**src/hw/rtl/chcc_pkg.sv**
```systemverilog
// shared types, constants and the contrast curve builder for the color classifier
// no dependencies; imported by every module of the block but the checker
package chcc_pkg;

  // fixed-point widths
  localparam int CordW    = 33;   // cordic x/y, signed Q20
  localparam int AngW     = 27;   // cordic angle, signed Q16 degrees
  localparam int Steps    = 20;   // cordic iterations
  localparam int DivBits  = 7;    // quotient bits of the saturation divider
  localparam int NumW     = 17;   // 100 * diff
  localparam int SumW     = 10;   // r + g + b

  localparam logic [20:0] Sqrt3Q20   = 21'd1816187;
  localparam logic [21:0] IntScale   = 22'd2193120;   // 20 * ceil(2^24 / 153)
  localparam logic signed [AngW-1:0] Deg180 = 27'sd11796480;
  localparam logic signed [AngW-1:0] Deg360 = 27'sd23592960;

  // color window codes
  localparam logic [1:0] OptRed    = 2'd0;
  localparam logic [1:0] OptYellow = 2'd1;
  localparam logic [1:0] OptBlue   = 2'd2;

  typedef logic signed [AngW-1:0] ang_t;
  typedef ang_t atan_tab_t [Steps];

  localparam atan_tab_t AtanQ16 = '{
    27'sd2949120, 27'sd1740967, 27'sd919879, 27'sd466945, 27'sd234379,
    27'sd117304, 27'sd58666, 27'sd29335, 27'sd14668, 27'sd7334,
    27'sd3667, 27'sd1833, 27'sd917, 27'sd458, 27'sd229,
    27'sd115, 27'sd57, 27'sd29, 27'sd14, 27'sd7
  };

  // per-item side data carried next to the cordic
  typedef struct packed {
    logic       hue_en;
    logic       gray;
    logic [6:0] int_pct;
  } side_t;

  typedef logic [7:0] curve_t [256];

  // shift-subtract quotient, used only while building the curve
  function automatic longint unsigned udiv64(input longint unsigned a,
                                             input longint unsigned b);
    longint unsigned rem, quo;
    rem = '0;
    quo = '0;
    for (int i = 63; i >= 0; i--) begin
      rem = {rem[62:0], a[i]};
      if (rem >= b) begin
        rem = rem - b;
        quo[i] = 1'b1;
      end
    end
    return quo;
  endfunction

  // sigmoid contrast curve, evaluated at elaboration only
  function automatic logic [7:0] curve_point(input int v);
    longint unsigned mag, e, term, acc, y, den, q;
    int d;
    d = 255 - 2 * v;
    mag = (d < 0) ? longint'(-d) : longint'(d);
    e = udiv64(mag * 64'd266623993, 64'd100);
    term = 64'd1 << 28;
    acc = 64'd1 << 28;
    for (int k = 1; k <= 40; k++) begin
      term = udiv64((term * e) >> 28, 64'(k));
      acc = acc + term;
    end
    y = (d > 0) ? acc : udiv64(64'd1 << 56, acc);
    den = (64'd1 << 28) + y;
    q = udiv64(64'd663 * (64'd1 << 28) + den, 64'd2 * den);
    return (q > 64'd255) ? 8'd255 : q[7:0];
  endfunction

  function automatic curve_t build_curve();
    curve_t t;
    for (int i = 0; i < 256; i++) begin
      t[i] = curve_point(i);
    end
    return t;
  endfunction

endpackage

```
**src/hw/rtl/chcc_prep.sv**
```systemverilog
// preparation stage: min/max, sum, intensity, divider operands, cordic start vector
// depends on chcc_pkg
module chcc_prep import chcc_pkg::*; (
  input  logic                   clk,
  input  logic                   rst_n,
  input  logic                   in_valid,
  input  logic [7:0]             in_red,
  input  logic [7:0]             in_green,
  input  logic [7:0]             in_blue,
  output logic                   out_valid,
  output logic signed [CordW-1:0] out_x,
  output logic signed [CordW-1:0] out_y,
  output logic                   out_neg,
  output logic [NumW-1:0]        out_num,
  output logic [SumW-1:0]        out_sum,
  output side_t                  out_side
);

  logic [7:0]              mx, mn;
  logic [SumW-1:0]         sum;
  logic [SumW-1:0]         diff;
  logic [NumW-1:0]         num;
  logic signed [10:0]      xs;
  logic signed [8:0]       gb;
  logic signed [CordW-1:0] xq, yq;
  logic [31:0]             iprod;
  side_t                   side;

  logic                    valid_r;
  logic signed [CordW-1:0] x_r, y_r;
  logic                    neg_r;
  logic [NumW-1:0]         num_r;
  logic [SumW-1:0]         sum_r;
  side_t                   side_r;

  // channel statistics
  always_comb begin
    mx = in_red;
    mn = in_red;
    if (in_green > mx) mx = in_green;
    if (in_blue > mx) mx = in_blue;
    if (in_green < mn) mn = in_green;
    if (in_blue < mn) mn = in_blue;
    sum  = SumW'(in_red) + SumW'(in_green) + SumW'(in_blue);
    diff = sum - SumW'(3 * mn);
    num  = NumW'(diff) * NumW'(100);
    iprod = 32'(sum) * 32'(IntScale);
    side.int_pct = iprod[30:24];
    side.gray    = (mx == mn);
    side.hue_en  = (mx != mn) && (num > NumW'(sum));
  end

  // cordic start vector, folded to the right half plane
  always_comb begin
    xs = 11'(2 * int'(in_red)) - 11'(in_green) - 11'(in_blue);
    gb = $signed({1'b0, in_green}) - $signed({1'b0, in_blue});
    xq = CordW'(xs) <<< 20;
    yq = CordW'(gb) * $signed({1'b0, Sqrt3Q20});
    if (xs < 0) begin
      xq = -xq;
      yq = -yq;
    end
  end

  always_ff @(posedge clk) begin
    if (!rst_n) valid_r <= 1'b0;
    else valid_r <= in_valid;
  end

  always_ff @(posedge clk) begin
    x_r    <= xq;
    y_r    <= yq;
    neg_r  <= (xs < 0);
    num_r  <= num;
    sum_r  <= sum;
    side_r <= side;
  end

  assign out_valid = valid_r;
  assign out_x     = x_r;
  assign out_y     = y_r;
  assign out_neg   = neg_r;
  assign out_num   = num_r;
  assign out_sum   = sum_r;
  assign out_side  = side_r;

endmodule

```
**config.mk**
```make
export PLATFORM = sky130hd
export DESIGN_NAME = chcc_prep
export DESIGN_NICKNAME = d
export VERILOG_FILES = /design/src/hw/rtl/chcc_pkg.sv /design/src/hw/rtl/chcc_prep.sv
export SDC_FILE = /design/constraint.sdc
export NUM_CORES = 1
export LEC_CHECK = 0
export BUFFER_PORTS_ARGS = -buffer_cell sky130_fd_sc_hd__buf_2
export CAP_MARGIN = 20
export CORE_AREA = 2 2 146 176
export DETAILED_ROUTE_END_ITERATION = 8
export DIE_AREA = 0 0 148 178
export PLACE_DENSITY_LB_ADDON = 0.1
export SYNTH_ARGS = -nofsm -noshare
export SYNTH_HDL_FRONTEND = slang
export SYNTH_SLANG_ARGS = --single-unit
```
**constraint.sdc**
```tcl
create_clock -name clk -period 8.2 [get_ports clk]
set_input_delay 0.82 -clock clk [delete_from_list [all_inputs] [get_ports clk]]
set_output_delay 0.82 -clock clk [all_outputs]
set_load 0.01 [all_outputs]
```
Word level (Yosys, flattened, before mapping)
Index checks and enable logic that the tools add are counted.

Multipliers: 4. Mux-type cells: 6. Magnitude comparators: 6. Eq/ne operators: 2. Add/subtract/negate cells: 8. Reductions and logical operators: 1.

Operators with widths (count): 33-bit 2-to-1 mux (2); 31-bit negation with 33-bit output (2); 8-bit 2-to-1 mux (4); 9-bit by 22-bit multiplier with 31-bit output (second input constant) (1); 10-bit by 17-bit multiplier with 26-bit output (second input constant) (1); 17-bit by 10-bit greater-than comparator with 1-bit output (1); 8-bit greater-than comparator (2); 8-bit < comparator (2); 10-bit by 5-bit multiplier with 15-bit output (second input constant) (1); 11-bit by 1-bit < comparator with 1-bit output (second input constant) (1); 10-bit by 9-bit subtractor with 11-bit output (1); 9-bit by 8-bit adder with 10-bit output (1); 2-bit by 8-bit multiplier with 10-bit output (first input constant) (1); 10-bit subtractor (1); 9-bit by 8-bit subtractor with 10-bit output (1); 8-bit by 8-bit adder with 9-bit output (1); 8-bit by 8-bit subtractor with 9-bit output (1); 8-bit == test (1); 8-bit != test (1); 1-bit logical AND (1).

Output and inout port bits: 104. Input bits: 27. Register bits after elaboration: 102.

Logic depth before layout (Yosys ltp)
Word-level depth: 9. Depth in mapped cells: 42. Mapped depth without buffers: 40.

Least setup slack after synthesis
No wires, ideal clock.

Kind: input port to flip-flop. From: input in_red[7]. To: register side_r, in the netlist out_side[8]. Cell stages on the path: 40. Setup time: 0.116 ns. Buffers on the path: 4. Arrival time: 8.723 ns. Path slack: -0.639 ns. Cells stage by stage: clkbuf_1 > inv_1 > ha_1 > o21ai_0 > o21bai_1 > clkbuf_1 > nor3_1 > a21oi_1 > ha_1 > and3_1 > nand3_1 > a211oi_1 > o211ai_1 > nand2_1 > or2_0 > clkbuf_1 > clkbuf_1 > nor2_1 > [... 4 more ...] > inv_1 > nor2_1 > nor2_1 > xnor2_1 > ha_1 > ha_1 > inv_1 > fa_1 > inv_1 > ha_1 > xnor2_1 > ha_1 > and4_1 > nand4_1 > a211o_1 > nor4_1 > or4b_2 > o211a_1.

RTL lines: start: declaration (RTL line chcc_prep.sv:7) `input logic [7:0] in_red,`; end signal: assignment (RTL line chcc_prep.sv:76) `side_r <= side;`; end: declaration (RTL line chcc_prep.sv:34) `side_t side_r;`.

==> out/metrics.cfg <==
[sta]
max_freq_mhz=123.6
slew_headroom=0.3691
finalHoldViolCount=0
worst_pin_slew_ps=940.1
setup_violations=0
holdWs_ps=645.1
period_share=0.9865
rsz0062_at_grt=yes
drv_slew=0
period_needed_ps=8089

[clock_tree]
path_clk_slew_ps=70
cts-root-buf=clkbuf_16
clock_sinks=81
cts_hold_buf=0
clockBufferDepth=2
cts-htree-levels=3
cts_buffers=9
cts_tree=done

[routing]
wire_per_inst_microns=17.34
drtIter0Drc=547
vias_per_cell=5.499
antenna_left=0
drc_errors=0
vias=11641
dr.pass1.iters=5
wirelength_microns=36700

[yosys]
yosys_most_used_dff=dfxtp_1
yosysSeqAreaShare=0.1192
avgSynthCellArea_sq_um=9.030
yosys_warnings=0
ys_ff_latch=81
synth_top_cell_by_area=ha_1
yosys.area.top_type_share=0.2429
yosys-top-cells-area=ha_1, fa_1, dfxtp_1
netlist_area_sq_um=13600
ys_types=83
async_flop_share=0
yosysMostFrequentCell=inv_1
synth_edf_count=0
syn_inst=1506
synth_common_cells=inv_1, ha_1, fa_1

[die]
fp.dieH_microns=178
initial_core_util=0.5530
fp.dieW_microns=148
rows=63
dieArea_sq_um=26340
core_sq_um=24590
ios=131

[layout]
fillers=2106
register_area_sq_um=1622
antenna_cells=0
multi_input_area_sq_um=11260
stdcell_count=2117
area_growth_pct=21.31
fin_nets=2216
drive_gt1_frac=0.2221

[placement]
place_inst=2097
gp_congestion=0.9808
hpwl_microns=30990
port_buffers=108

[grt]
grt_pass1_vias=12017
grt_pass1_wl_microns=57840
grt_max_degree=32
gr-usage-all-layers=0.2793
antenna_found_initial=0
grt-ovfl-total=0

[min_path]
hold_class=in -> reg

[worst_setup_path]
critical_path.endpoint_type=register
critical_path.startpoint_type=primary input
required_ps=8470
critical_path.max_stage_delay_ps=540
crit_arrival_ps=8360
critPathMaxFanout=6
crit_type=in -> reg
slowest_stage=fa_1
cpMostUsedCell=ha_1

[job]
drv_cap=0

[outcome]
outcome=finished, final reports clean

-- sequential cells by signal, summed over array words and instances, names as in the netlist --
name,cells
out_y,33
out_num,15
out_x,12
out_sum,10
out_side,9
out_neg,1
out_valid,1
-- metal layers --
metal,vias up,track usage,share of wire
li1,5671,-,-
met1,5578,0.2916,0.37
met2,278,0.5417,0.54
met3,114,0.02890,0.030
met4,0,0.1556,0.056
met5,-,0,0
-- metrics by stage --
stage	instance area, sq um	util	setup WS [ps]	setup TNS (ps)
after floorplan	13790	-	-23.10	-23.10
after global placement	15780	0.6417	-388.0	-766.5
after detailed placement	15780	0.6417	-625.1	-1326
after CTS	16100	0.6548	31.49	0
after global routing	16500	0.6708	-279.7	-307.9
final	16500	0.6708	111.0	0
-- cells by family (layout without fill, tap and decap cells) --
kind of cell,after synthesis,count (layout),synth area share
mux,11,11,0.008097
fa+ha+maj,400,400,0.4431
buf+inv,308,570,0.09228
flops,81,81,0.1192
other cells,1,25,0.0002757
xor+xnor,109,109,0.07020
compound gates,301,301,0.1557
simple gates,295,295,0.1111
-- worst paths after layout --
kind / depth (start not counted) / start / end / slack (ps)
worst max-delay path: 40 / in_red[1] / out_side[8] / 110
worst min-delay path: 2 / in_valid / out_valid / 650
-- placed cells by master (no fill, tap or decap), types with 20 or more instances in the layout --
cell     instances
fa_1           136
dfxtp_1         81
a21o_1          33
xor2_1          29
conb_1          25
buf_4          180
nand3_1         20
nor2_1          69
a21oi_1         52
ha_1           255
xnor2_1         73
o21ai_0         51
inv_1          262
nor3_1          37
nand2_1         51
buf_2          108
-- critical path: cells and delay by family --
family / cells / cell delay, ps
compound gates: 13 / 2520
fa+ha+maj: 8 / 2450
simple gates: 7 / 1320
buf+inv: 9 / 900
xor+xnor: 3 / 340
-- final cells by class --
class                   instances  area share
multi-input cells            1141      0.6828
flip-flops and latches         81     0.09829
clock buffers                   9     0.01365
well taps                     325     0.02465
repair buffers                291      0.1167
inverters                     265     0.06030
clock inverters                 5    0.003565
-- repair_timing --
item | in CTS | in global routing
endpoints found under the setup margin | 1 | 11
gates resized for setup | 6 | 66
pin swaps | 5 | 29
setup buffers | 1 | 5
Power is left out: the tool's default activity adds up to more than one toggle a clock period on the data nets, which glitch-free logic cannot reach.
