**src/hw/rtl/chcc_pkg.sv**
```systemverilog
// shared types, constants and the contrast curve builder for the color classifier
// no dependencies; imported by every module of the block but the checker
package chcc_pkg;

  // fixed-point widths
  localparam int CordW    = 33;   // cordic x/y, signed Q20
  localparam int AngW     = 27;   // cordic angle, signed Q16 degrees
  localparam int Steps    = 20;   // cordic iterations
  localparam int DivBits  = 7;    // quotient bits of the saturation divider
  localparam int NumW     = 17;   // 100 * diff
  localparam int SumW     = 10;   // r + g + b

  localparam logic [20:0] Sqrt3Q20   = 21'd1816187;
  localparam logic [21:0] IntScale   = 22'd2193120;   // 20 * ceil(2^24 / 153)
  localparam logic signed [AngW-1:0] Deg180 = 27'sd11796480;
  localparam logic signed [AngW-1:0] Deg360 = 27'sd23592960;

  // color window codes
  localparam logic [1:0] OptRed    = 2'd0;
  localparam logic [1:0] OptYellow = 2'd1;
  localparam logic [1:0] OptBlue   = 2'd2;

  typedef logic signed [AngW-1:0] ang_t;
  typedef ang_t atan_tab_t [Steps];

  localparam atan_tab_t AtanQ16 = '{
    27'sd2949120, 27'sd1740967, 27'sd919879, 27'sd466945, 27'sd234379,
    27'sd117304, 27'sd58666, 27'sd29335, 27'sd14668, 27'sd7334,
    27'sd3667, 27'sd1833, 27'sd917, 27'sd458, 27'sd229,
    27'sd115, 27'sd57, 27'sd29, 27'sd14, 27'sd7
  };

  // per-item side data carried next to the cordic
  typedef struct packed {
    logic       hue_en;
    logic       gray;
    logic [6:0] int_pct;
  } side_t;

  typedef logic [7:0] curve_t [256];

  // shift-subtract quotient, used only while building the curve
  function automatic longint unsigned udiv64(input longint unsigned a,
                                             input longint unsigned b);
    longint unsigned rem, quo;
    rem = '0;
    quo = '0;
    for (int i = 63; i >= 0; i--) begin
      rem = {rem[62:0], a[i]};
      if (rem >= b) begin
        rem = rem - b;
        quo[i] = 1'b1;
      end
    end
    return quo;
  endfunction

  // sigmoid contrast curve, evaluated at elaboration only
  function automatic logic [7:0] curve_point(input int v);
    longint unsigned mag, e, term, acc, y, den, q;
    int d;
    d = 255 - 2 * v;
    mag = (d < 0) ? longint'(-d) : longint'(d);
    e = udiv64(mag * 64'd266623993, 64'd100);
    term = 64'd1 << 28;
    acc = 64'd1 << 28;
    for (int k = 1; k <= 40; k++) begin
      term = udiv64((term * e) >> 28, 64'(k));
      acc = acc + term;
    end
    y = (d > 0) ? acc : udiv64(64'd1 << 56, acc);
    den = (64'd1 << 28) + y;
    q = udiv64(64'd663 * (64'd1 << 28) + den, 64'd2 * den);
    return (q > 64'd255) ? 8'd255 : q[7:0];
  endfunction

  function automatic curve_t build_curve();
    curve_t t;
    for (int i = 0; i < 256; i++) begin
      t[i] = curve_point(i);
    end
    return t;
  endfunction

endpackage

```
**src/hw/rtl/chcc_div.sv**
```systemverilog
// restoring divider for saturation, one quotient bit per registered stage
// depends on chcc_pkg
module chcc_div import chcc_pkg::*; (
  input  logic               clk,
  input  logic [NumW-1:0]    in_num,
  input  logic [SumW-1:0]    in_den,
  output logic [DivBits-1:0] out_quo
);

  logic [NumW-1:0]    rem_r [DivBits+1];
  logic [SumW-1:0]    den_r [DivBits+1];
  logic [DivBits-1:0] quo_r [DivBits+1];

  always_comb begin
    rem_r[0]   = in_num;
    den_r[0]   = in_den;
    quo_r[0]   = '0;
  end

  for (genvar s = 0; s < DivBits; s++) begin : g_bit
    localparam int Sh = DivBits - 1 - s;
    logic [NumW-1:0]    dsh;
    logic               take;
    logic [NumW-1:0]    rem_nxt;
    logic [DivBits-1:0] quo_nxt;

    // trial subtract of the shifted divisor
    always_comb begin
      dsh     = NumW'(den_r[s]) << Sh;
      take    = (rem_r[s] >= dsh);
      rem_nxt = take ? (rem_r[s] - dsh) : rem_r[s];
      quo_nxt = quo_r[s];
      quo_nxt[Sh] = take;
    end

    always_ff @(posedge clk) begin
      rem_r[s+1] <= rem_nxt;
      den_r[s+1] <= den_r[s];
      quo_r[s+1] <= quo_nxt;
    end
  end

  assign out_quo   = quo_r[DivBits];

endmodule

```
**config.mk**
```make
export PLATFORM = sky130hd
export DESIGN_NAME = chcc_div
export DESIGN_NICKNAME = d
export VERILOG_FILES = /design/src/hw/rtl/chcc_pkg.sv /design/src/hw/rtl/chcc_div.sv
export SDC_FILE = /design/constraint.sdc
export NUM_CORES = 1
export LEC_CHECK = 0
export BUFFER_PORTS_ARGS = -buffer_cell sky130_fd_sc_hd__buf_2
export CAP_MARGIN = 20
export CELL_PAD_IN_SITES_DETAIL_PLACEMENT = 1
export CELL_PAD_IN_SITES_GLOBAL_PLACEMENT = 1
export CORE_MARGIN = 8
export CORE_UTILIZATION = 30
export CTS_BUF_LIST = sky130_fd_sc_hd__clkbuf_16
export DETAILED_ROUTE_END_ITERATION = 7
export HOLD_SLACK_MARGIN = 0.1
export PLACE_DENSITY_LB_ADDON = 0.1
export SLEW_MARGIN = 20
export SYNTH_ARGS = -nofsm -noshare
export SYNTH_HDL_FRONTEND = slang
export SYNTH_SLANG_ARGS = --single-unit
```
**constraint.sdc**
```tcl
create_clock -name clk -period 2.25 [get_ports clk]
set_clock_uncertainty 0.1 [all_clocks]
set_input_delay 0.45 -clock clk [delete_from_list [all_inputs] [get_ports clk]]
set_output_delay 0.45 -clock clk [all_outputs]
set_load 0.1 [all_outputs]
```
-- After elaboration in Yosys (flattened, before gate mapping)
Cells that the tools add are included.
Widths: inputs -> output; s select.
- logic and storage cells: 38
- input port bits: 28
- output and inout port bits: 7
- flip-flop bits (word level): 190
- order comparisons: 7
- mux-type cells: 6
- add/sub/neg operators: 6
- operators with widths (kind ; number):
    $mux 17 ; 6
    $ge 17x10->1 ; 1
    $ge 17x11->1 ; 1
    $ge 17x12->1 ; 1
    $ge 17x13->1 ; 1
    $ge 17x14->1 ; 1
    $ge 17x15->1 ; 1
    $ge 17x16->1 ; 1
    $sub 17x11->17 ; 1
    $sub 17x12->17 ; 1
    $sub 17x13->17 ; 1
    $sub 17x14->17 ; 1
    $sub 17x15->17 ; 1
    $sub 17x16->17 ; 1

-- Logic depth before layout (Yosys ltp)
Gate-level depths: netlist (run 1).
- depth in word-level cells: 2
- mapped depth: 13
- depth with buffers taken out: 11

-- Worst setup path before layout (run 1)
Ideal clock, no wire load.
- path type: register to register
- from: reg rem_r[71] (netlist name)
- to: reg rem_r[59] (netlist name)
- data arrival time: 2.165 ns
- setup time: 0.132 ns
- slack: -0.148 ns
- data required time: 2.018 ns
- buffers on the path: 1
- cell stages (with the launch flop): 13
- period minus slack after synthesis: 2.398 ns
- cells stage by stage: dfxtp_1 > inv_1 > ha_1 > inv_1 > fa_1 > a21o_1 > a21oi_1 > o21bai_1 > a21oi_1 > o21ai_2 > clkbuf_1 > nor2_1 > a21oi_1
- word-level cells in the longest chain between the ends: 2
- elaborated cells between the ends (all ways): 3
- classes of those cells: add/sub (1); order compare (1); mux (1)
- ends and longest elaborated chain (element ; RTL line ; RTL):
    start, declared ; chcc_div.sv:10 ; logic [NumW-1:0] rem_r [DivBits+1];
    start signal, assigned by index ; chcc_div.sv:37 ; rem_r[s+1] <= rem_nxt;
    $ge 17x13->1 ; chcc_div.sv:30 ; take = (rem_r[s] >= dsh);
    via g_bit[3].quo_nxt[3] ; chcc_div.sv:25 ; logic [DivBits-1:0] quo_nxt;
    $mux 17 ; chcc_div.sv:31 ; rem_nxt = take ? (rem_r[s] - dsh) : rem_r[s];
    via g_bit[3].rem_nxt[8] ; chcc_div.sv:24 ; logic [NumW-1:0] rem_nxt;
The timed path passes the listed nets, and every way through them passes these cells.

-- Final worst setup path (run 1)
- from: reg den_r[26] (netlist name)
- to: reg rem_r[21] (netlist name)
- word-level cells in the longest chain between the ends: 2
- ends and longest elaborated chain (element ; RTL line ; RTL):
    start, declared ; chcc_div.sv:11 ; logic [SumW-1:0] den_r [DivBits+1];
    start signal, assigned by index ; chcc_div.sv:38 ; den_r[s+1] <= den_r[s];
    $ge 17x11->1 ; chcc_div.sv:30 ;
    $mux 17 ; chcc_div.sv:31 ;
    via g_bit[5].rem_nxt[4] ; chcc_div.sv:24 ;
The timed path passes the listed nets, and every way through them passes these cells.

==> results.toml, run 1 <==
[sta]
fin_ws_ns = -0.181
finalCriticalPeriod_ns = 2.43
post-route-period-util_pct = 108
max_slew_margin_pct = 50.6
fmax_mhz = 411
setup_viol = 38
tns_ns = -3.49
rsz0062_at_grt = "true"
drv_slew = 0
max_slew.worst_pin.slew_ns = 0.735
hold_viol = 0

[job]
cap_violations = 0

[synth]
synth_seq_cells = 190
seq_area_frac_synth_pct = 47.0
synth_area_leader_cell = "dfxtp_1"
avgSynthCellArea_um2 = 9.65
synth_edf_count = 0
synthTopCellsByArea = "dfxtp_1 47%, ha_1 11%, inv_1 4.3%"
syn_inst = 838
netlist.area_leader.share_pct = 47.0
synth_commonest_cells = "190 x dfxtp_1, 93 x inv_1, 70 x ha_1, 70 x nor2_1, 67 x a21oi_1"
async_flop_share_pct = 0
synthDistinctLibCells = 65
syn_nets = 942
synth_ff_type = "dfxtp_1"
yosysMostFrequentCell = "dfxtp_1"
syn_area_um2 = 8090
ys_warn_count = 0

[placement]
hpwl_um = 16300
place.gp.congestion = 0.854
post-place-ws_ns = -0.633
io_buffer_count = 34

[run_status]
run_status = "finished, violations left"
violations = "setup timing"

[routing]
wl_per_cell_um = 14.7
met2_length_um = 12400
antenna_left = 0
drt_iter0_markers = 214
routed_via_density = 4.57
firstDrtPassIters = 4
wl_met3_um = 403
drt-met1-wl_um = 8150
routed-via-count = 6620
wl_um = 21400
routed.top_layer = "met4"
drc = 0

[global_routing]
antenna_found_initial = 0
grt_usage_pct = 13.4
grt-ovfl-total = 0
grt_pass1_wl_um = 35600
grt_pass1_vias = 7464
grt_max_degree = 22

[hold_path]
hold_class = "in -> reg"

[finish]
nFillCells = 2928
n_antenna_cell = 0
ff_latch_area_um2 = 3840
multi_input_area_um2 = 4940
nets = 1199
drive_gt1_share_pct = 43.8
final_util_pct = 45.3
area_delta_synth_final_pct = 49.8

[die]
num_rows = 60
dieArea_um2 = 32500
core_um2 = 26700
io_pins = 35
die_y_um = 180
die_x_um = 180
initial_core_util_pct = 30.3

[cts]
clk_root_buffer_cell = "clkbuf_16"
h-tree-depth = 4
clock_path_buffers = 2
clock_sinks = 190
cts-buffers-inserted = 17
clk_pin_slew_ns = 0.08
cts_tree = "yes"
clock_latency_ns = 0.44

[critical_path]
cp_max_fo = 5
crit_type = "reg -> reg"
worst_setup_path_start_kind = "flip-flop"
critPathCaptureType = "flip-flop"
cp.arrival_ns = 2.66
cp.required_ns = 2.48

[pwr]
leakage_uw = 0.00537
peakVddDrop_mv = 0.661
total_power_uw = 15800
power_density_nw_per_um2 = 1310
==> area by class of cell <==
| type | instances | area share, % |
|---|---|---|
| Clock inverter | 15 | 1.56 |
| Multi-Input combinational cell | 543 | 40.8 |
| Timing Repair Buffer | 250 | 16.0 |
| Inverter | 93 | 2.88 |
| Clock buffer | 17 | 3.51 |
| Tap cell | 341 | 3.52 |
| Sequential cell | 190 | 31.7 |
==> flip-flops by register name, indices dropped and copies added, names as in the netlist <==
register       flops
den_r             60
out_quo            7
rem_r            102
g_bit.quo_nxt     21
==> placed cells by master (no fill, tap or decap), drive strengths merged, types with 3 or more instances in the layout <==
master	synthesis	routed
dfxtp	190	190
nor2	70	70
ha	70	70
fa	6	6
mux2	17	17
mux2i	3	3
xnor2	31	31
o31ai	5	5
inv	93	100
nand3	19	19
o211ai	4	4
nand3b	4	4
a211oi	4	4
buf	6	238
clkbuf	7	17
clkinv	0	8
nor3	17	17
o31a	3	3
nor4b	3	3
or4	5	5
nor4	12	12
o21ai	34	35
a31oi	3	3
a21o	10	10
o21a	14	14
nand2b	10	10
o21bai	7	7
nand2	46	46
a21oi	67	67
dlygate4sd3	0	12
or2	5	5
nor2b	13	13
or3	4	4
xor2	24	24
==> worst paths after layout <==
check / start / end / slack (ns) / cells after the start
worst max register to register: den_r[26] / rem_r[21] / -0.18 / 8
worst min register to register: g_bit[6].quo_nxt[3] / out_quo[3] / 0.23 / 0
worst max-delay path: den_r[26] / rem_r[21] / -0.18 / 8
worst min-delay path: in_den[6] / den_r[66] / 0.12 / 2
==> critical path: stages (launching register included) <==
cell	delay (ns)
dfxtp_2	0.34
inv_2	0.04
ha_4	0.26
nand2_2	0.05
or4_4	0.49
nor4b_4	0.31
or4_4	0.22
nand3b_4	0.20
mux2_4	0.31
==> per-stage QoR <==
stage	area, µm²	hold WS [ns]	std cells
6_report	12100	0.123	1449
5_1_grt	12100	0.106	1449
4_1_cts	11600	0.102	1439
3_5_place_dp	10000	0.213	1370
3_3_place_gp	10000	0.211	1370
2_1_floorplan	8200	0.210	838
==> logic make-up after synthesis <==
| kind of cell | Yosys count | share of synthesized area (%) |
|---|---|---|
| compound gates | 173 | 13.4 |
| flops | 190 | 47.0 |
| xor+xnor | 55 | 5.96 |
| fa+ha+maj | 76 | 12.3 |
| mux | 20 | 2.83 |
| simple gates | 218 | 13.3 |
| buf+inv | 106 | 5.17 |
==> per-layer routing <==
| metal | global-route usage [%] | vias to the layer above |
|---|---|---|
| li1 | - | 3378 |
| met1 | 12.7 | 3163 |
| met2 | 27.7 | 58 |
| met3 | 2.62 | 21 |
| met4 | 4.46 | 0 |
| met5 | 0 | - |
==> power by group <==
group	switching (µW)	internal [µW]
clock	1500	1520
combinational	3680	4150
sequential	669	4310
==> repair_timing <==
| item | in CTS | in global routing |
|---|---|---|
| endpoints found under the hold margin | 12 | 0 |
| buffers inserted | 25 | 11 |
| endpoints found under the setup margin | 70 | 78 |
| pin swaps | 64 | 59 |
| cloned | 2 | 0 |
| hold buffers | 12 | 0 |
| gates resized for setup | 158 | 102 |
(Power assumes the default switching activity.)
==> run 2, diff against run 1 <==
- CORE_ASPECT_RATIO: unset -> 0.9
==> run 2 against run 1 <==
The run still ends with setup timing left; die area about the same; clock-buffer cell count unchanged; combinational power about the same; sequential cell count unchanged; cell count up 1.1%; routed wire length up 3.9%; non-clock buffer count up 3; design area down 0.31%; critical endpoint is now rem_r[82]; largest cell class unchanged; largest power group unchanged.
==> results.toml, run 2 (synthesis results as in run 1) <==
[run_status]
run_status = "finished, violations left"
violations = "setup timing"

[global_routing]
grt-ovfl-total = 0
grt_pass1_wl_um = 36300
grt_max_degree = 21
grt_pass1_vias = 7610
gr-max-usage-layer = "met2"
grt_use_met3_pct = 2.76
antenna_found_initial = 0
grtUsageMet1_pct = 14.0
use_met2_pct = 27.5
grt_usage_pct = 13.9

[routing]
routed-via-count = 6707
firstDrtPassIters = 5
antenna_left = 0
drc = 0
drt_iter0_markers = 184
wl_um = 22200
routed_via_density = 4.58
wl_per_cell_um = 15.2

[critical_path]
reg2regPathDepth = 10
critPathCaptureType = "flip-flop"
cp.required_ns = 2.50
crit_type = "reg -> reg"
cp_max_fo = 3
worst_setup_path_start_kind = "flip-flop"
crit-reg2reg-launch = "rem_r[89]"
worstReg2RegEnd = "rem_r[82]"
crit_end = "rem_r[82]"
cp.arrival_ns = 2.67
cp-startpoint = "rem_r[89]"
r2r_setup_slack_ns = -0.17

[finish]
area_delta_synth_final_pct = 49.4
nets = 1202
finish.instance_area_um2 = 12100
largest_reg_flops = 102
finalNonFillerCells = 1465
layout_common_cells = "183 x buf_4, 162 x dfxtp_1, 79 x inv_1, 49 x ha_1, 45 x nor2_1"
top_register = "rem_r"
drive_gt1_share_pct = 43.0
n_antenna_cell = 0
layout_commonest_cell = "buf_4"

[pwr]
seqPwrFrac_pct = 31.6
pwr-share-comb_pct = 49.5
power_density_nw_per_um2 = 1300
leakage_uw = 0.00538
p_sw_uw = 5810
power.share.switching_pct = 36.9
p_clk_share_pct = 18.9
peakVddDrop_mv = 0.502
internal_power_uw = 9950

[cts]
cts_tree = "yes"
clk_pin_slew_ns = 0.08
cts-buffers-inserted = 17
h-tree-depth = 4
clock_sinks = 190
clock_path_buffers = 2
clk_root_buffer_cell = "clkbuf_16"
clock_latency_ns = 0.43

[sta]
rsz0062_at_grt = "true"
drv_slew = 0
post-route-period-util_pct = 108
hold_viol = 0
max_slew_margin_pct = 53.2
finalCriticalPeriod_ns = 2.42
setup_viol = 43
fmax_mhz = 413
max_slew.worst_pin.slew_ns = 0.696
fin_ws_ns = -0.170

[placement]
hpwl_um = 16900
dpl_cell_area_um2 = 10100
io_buffer_count = 34
post-place-ws_ns = -0.632
dp.cells = 1387
place.gp.congestion = 0.800

[die]
die_x_um = 189
io_pins = 35
initial_core_util_pct = 30.2
num_rows = 57
core_um2 = 26700
die_y_um = 172
dieArea_um2 = 32500

[job]
cap_violations = 0

[hold_path]
hold_class = "in -> reg"
==> run 2: changes by cell type in the layout (fill, tap and decap cells not counted), sizes merged <==
cell         previous run  this run
buf                   238       245
clkinv                  8         7
dlygate4sd3            12         8
inv                   100       101
==> run 2: power groups by stage <==
stage	Clock, µW	Combinational (µW)	Sequential (µW)
floorplan	0	3820	4910
global placement	0	6050	4930
detailed placement	0	6210	4950
CTS	3090	7200	4940
global route	3240	8610	5080
finish	2970	7810	4980
==> run 2: metrics by stage <==
stage	util, %	total power [µW]	hold slack, ns	TNS [ns]
after floorplan	-	8730	0.210	-0.118
after global placement	37.6	11000	0.210	-21.55
after detailed placement	37.6	11200	0.213	-23.02
after CTS	43.2	15200	0.111	-4.58
after global routing	45.2	16900	0.108	-8.75
final	45.2	15800	0.128	-2.87
==> run 2: worst max-delay path, stage by stage (launching register included) <==
cell,delay [ns]
dfxtp_2,0.35
inv_2,0.07
ha_4,0.13
fa_2,0.22
nor2b_2,0.05
o21a_1,0.18
o21a_1,0.20
o21a_1,0.19
o41a_1,0.39
a311oi_2,0.26
xor2_1,0.20
==> run 2: metal layers <==
layer  vias up  wire [µm]
met5         -          0
met4         0        371
met3        26        422
met2        58      12500
met1      3236       8860
li1       3387          -
==> run 2: how the worst min path moves through the flow <==
| stage | start | end | slack [ns] | cells after the start |
|---|---|---|---|---|
| finish | in_num[1] | rem_r[103] | 0.13 | 2 |
| global route | in_den[2] | den_r[62] | 0.11 | 2 |
| CTS | in_num[1] | rem_r[103] | 0.11 | 2 |
| detailed placement | g_bit[3].quo_nxt[5] | g_bit[4].quo_nxt[5] | 0.21 | 0 |
| global placement | g_bit[5].quo_nxt[4] | g_bit[6].quo_nxt[4] | 0.21 | 0 |
| floorplan | g_bit[1].quo_nxt[6] | g_bit[2].quo_nxt[6] | 0.21 | 0 |
==> run 2: what timing repair did <==
item	in CTS	in global routing
hold buffers	8	0
hold endpoints to repair	8	0
setup endpoints to repair	68	81
gates resized for setup	151	106
setup buffers	28	13
cloned	1	0
pin swaps	47	45
==> run 2: final cells by class <==
cell class / instances / area (µm²)
timing repair buffer: 253 / 1960
inverter: 93 / 349
sequential: 190 / 3850
clock inverter: 15 / 169
fill: 2977 / 14700
clock buffer: 17 / 425
multi-input combinational: 543 / 4890
tap: 354 / 443
==> run 3, diff against run 2 <==
- CORE_UTILIZATION: 30 -> 48
- clock period: 2.25 -> 2.45 ns (I/O delays scaled with it)
==> run 3 against run 2 <==
The flow still finishes with violations (setup timing); clock-buffer cell count unchanged; combinational power decreased by 23%; first-iteration DRC count increased by 47%; register-to-register slack improved by 0.15 ns; critical path depth decreased by 1; utilization increased by 18 points; power decreased by 15%; non-clock buffer count decreased by 117; sequential cell count unchanged; critical path type is now in -> reg.
==> results.toml, run 3 (synthesis results as in run 1) <==
[critical_path]
worst_setup_path_start_kind = "input pin"
path_cells = "dlygate4sd3_1 > buf_2 > nor4_1 > nand3b_1 > nor3_2 > nor2_1 > o21ai_1 > buf_4 > mux2_2"
cpPeakStageDelay_ns = 0.55
slowest_stage = "dlygate4sd3_1"
critPathCaptureType = "flip-flop"
critPathTopFamily = "buffers and inverters"
crit_type = "in -> reg"
cp_max_fo = 7
cp_num_buf_inv = 3
cp.arrival_ns = 2.76
cp.required_ns = 2.67

[hold_path]
hold_class = "in -> reg"

[die]
core_um2 = 16700
initial_core_util_pct = 48.5
die_y_um = 139
die_x_um = 153
num_rows = 45
io_pins = 35
dieArea_um2 = 21300

[finish]
area_delta_synth_final_pct = 29.2
nets = 1085
largest_reg_flops = 102
n_antenna_cell = 0
finalNonFillerCells = 1205
layout_common_cells = "173 x dfxtp_1, 83 x inv_1, 78 x buf_4, 66 x nor2_1"
top_register = "rem_r"
drive_gt1_share_pct = 27.3
layout_commonest_cell = "dfxtp_1"

[sta]
max_slew_margin_pct = 61.1
max_slew.worst_pin.slew_ns = 0.579
setup_viol = 13
finalCriticalPeriod_ns = 2.54
drv_slew = 0
fmax_mhz = 394
post-route-period-util_pct = 104
timing.hold.ws_ns = 0.197
rsz0062_at_grt = "true"
fin_ws_ns = -0.0874
hold_viol = 0

[pwr]
p_sw_uw = 4970
pwr-share-comb_pct = 45.3
leakage_uw = 0.00471
internal_power_uw = 8360
p_clk_share_pct = 20.6
peakVddDrop_mv = 0.611
total_power_uw = 13300
power_density_nw_per_um2 = 1280
power.share.switching_pct = 37.3
seqPwrFrac_pct = 34.1

[cts]
clk_pin_slew_ns = 0.07
cts-buffers-inserted = 17
cts_tree = "yes"
clk_root_buffer_cell = "clkbuf_16"
h-tree-depth = 4
clock_sinks = 190
clock_path_buffers = 2
clock_latency_ns = 0.43

[global_routing]
grt_usage_pct = 20.0
antenna_found_initial = 0
grt_max_degree = 18
grt_pass1_vias = 7294
grt_pass1_wl_um = 34900
grt-ovfl-total = 0

[placement]
dp.cells = 1134
place.gp.congestion = 0.893
hpwl_um = 14900
io_buffer_count = 34

[run_status]
violations = "setup timing"
run_status = "finished, violations left"

[routing]
antenna_left = 0
drc = 0
wl_per_cell_um = 18.6
firstDrtPassIters = 5
wl_um = 22500
routed-via-count = 6462
routed_via_density = 5.36
drt_iter0_markers = 270

[job]
cap_violations = 0
## run 3: area by class of cell
| type | instances | area (µm²) |
|---|---|---|
| clock buffers | 17 | 425 |
| flip-flops and latches | 190 | 3830 |
| repair buffers | 136 | 1020 |
| well taps | 211 | 264 |
| fillers | 1807 | 6220 |
| clock inverters | 15 | 163 |
| multi-input cells | 543 | 4400 |
| inverters | 93 | 349 |
## run 3: routing by layer
metal	GRT usage (%)	up-vias	wire, µm
met4	9.00	0	811
met1	19.1	3136	8390
li1	-	3152	-
met2	40.5	112	12800
met3	3.40	62	501
met5	0	-	0
## run 3: metrics by stage
step	util, %	cell area (µm²)	TNS, ns	setup slack [ns]
2_1_floorplan	-	8090	0	0.0524
3_3_place_gp	53.8	8960	-1.53	-0.129
3_5_place_dp	53.8	8960	-5.99	-0.212
4_1_cts	60.2	10000	-0.0654	-0.0307
5_1_grt	62.7	10400	-2.60	-0.153
6_report	62.7	10400	-0.316	-0.0874
## run 3: power by group through the flow
| stage | clock network, µW | registers, µW | logic, µW |
|---|---|---|---|
| 6_report | 2740 | 4550 | 6040 |
| 5_1_grt | 2900 | 4620 | 6590 |
| 4_1_cts | 2770 | 4470 | 5400 |
| 3_5_place_dp | 0 | 4510 | 4960 |
| 3_3_place_gp | 0 | 4470 | 4690 |
| 2_1_floorplan | 0 | 4490 | 3390 |
## run 3: worst paths after layout
| check | slack (ns) | endpoint | from | depth (start not counted) |
|---|---|---|---|---|
| setup / recovery | -0.09 | rem_r[111] | in_num[3] | 9 |
| hold / removal | 0.20 | den_r[61] | in_den[1] | 2 |
| setup reg to reg | -0.02 | rem_r[99] | rem_r[107] | 11 |
| hold reg to reg | 0.23 | g_bit[4].quo_nxt[4] | g_bit[3].quo_nxt[4] | 0 |
## run 3: repair_timing
action | in CTS | in global routing
hold endpoints to repair | 15 | 0
cloned | 1 | 0
setup endpoints to repair | 54 | 69
resized for setup | 47 | 89
buffers inserted | 17 | 8
hold buffers | 15 | 0
pin swaps | 26 | 46
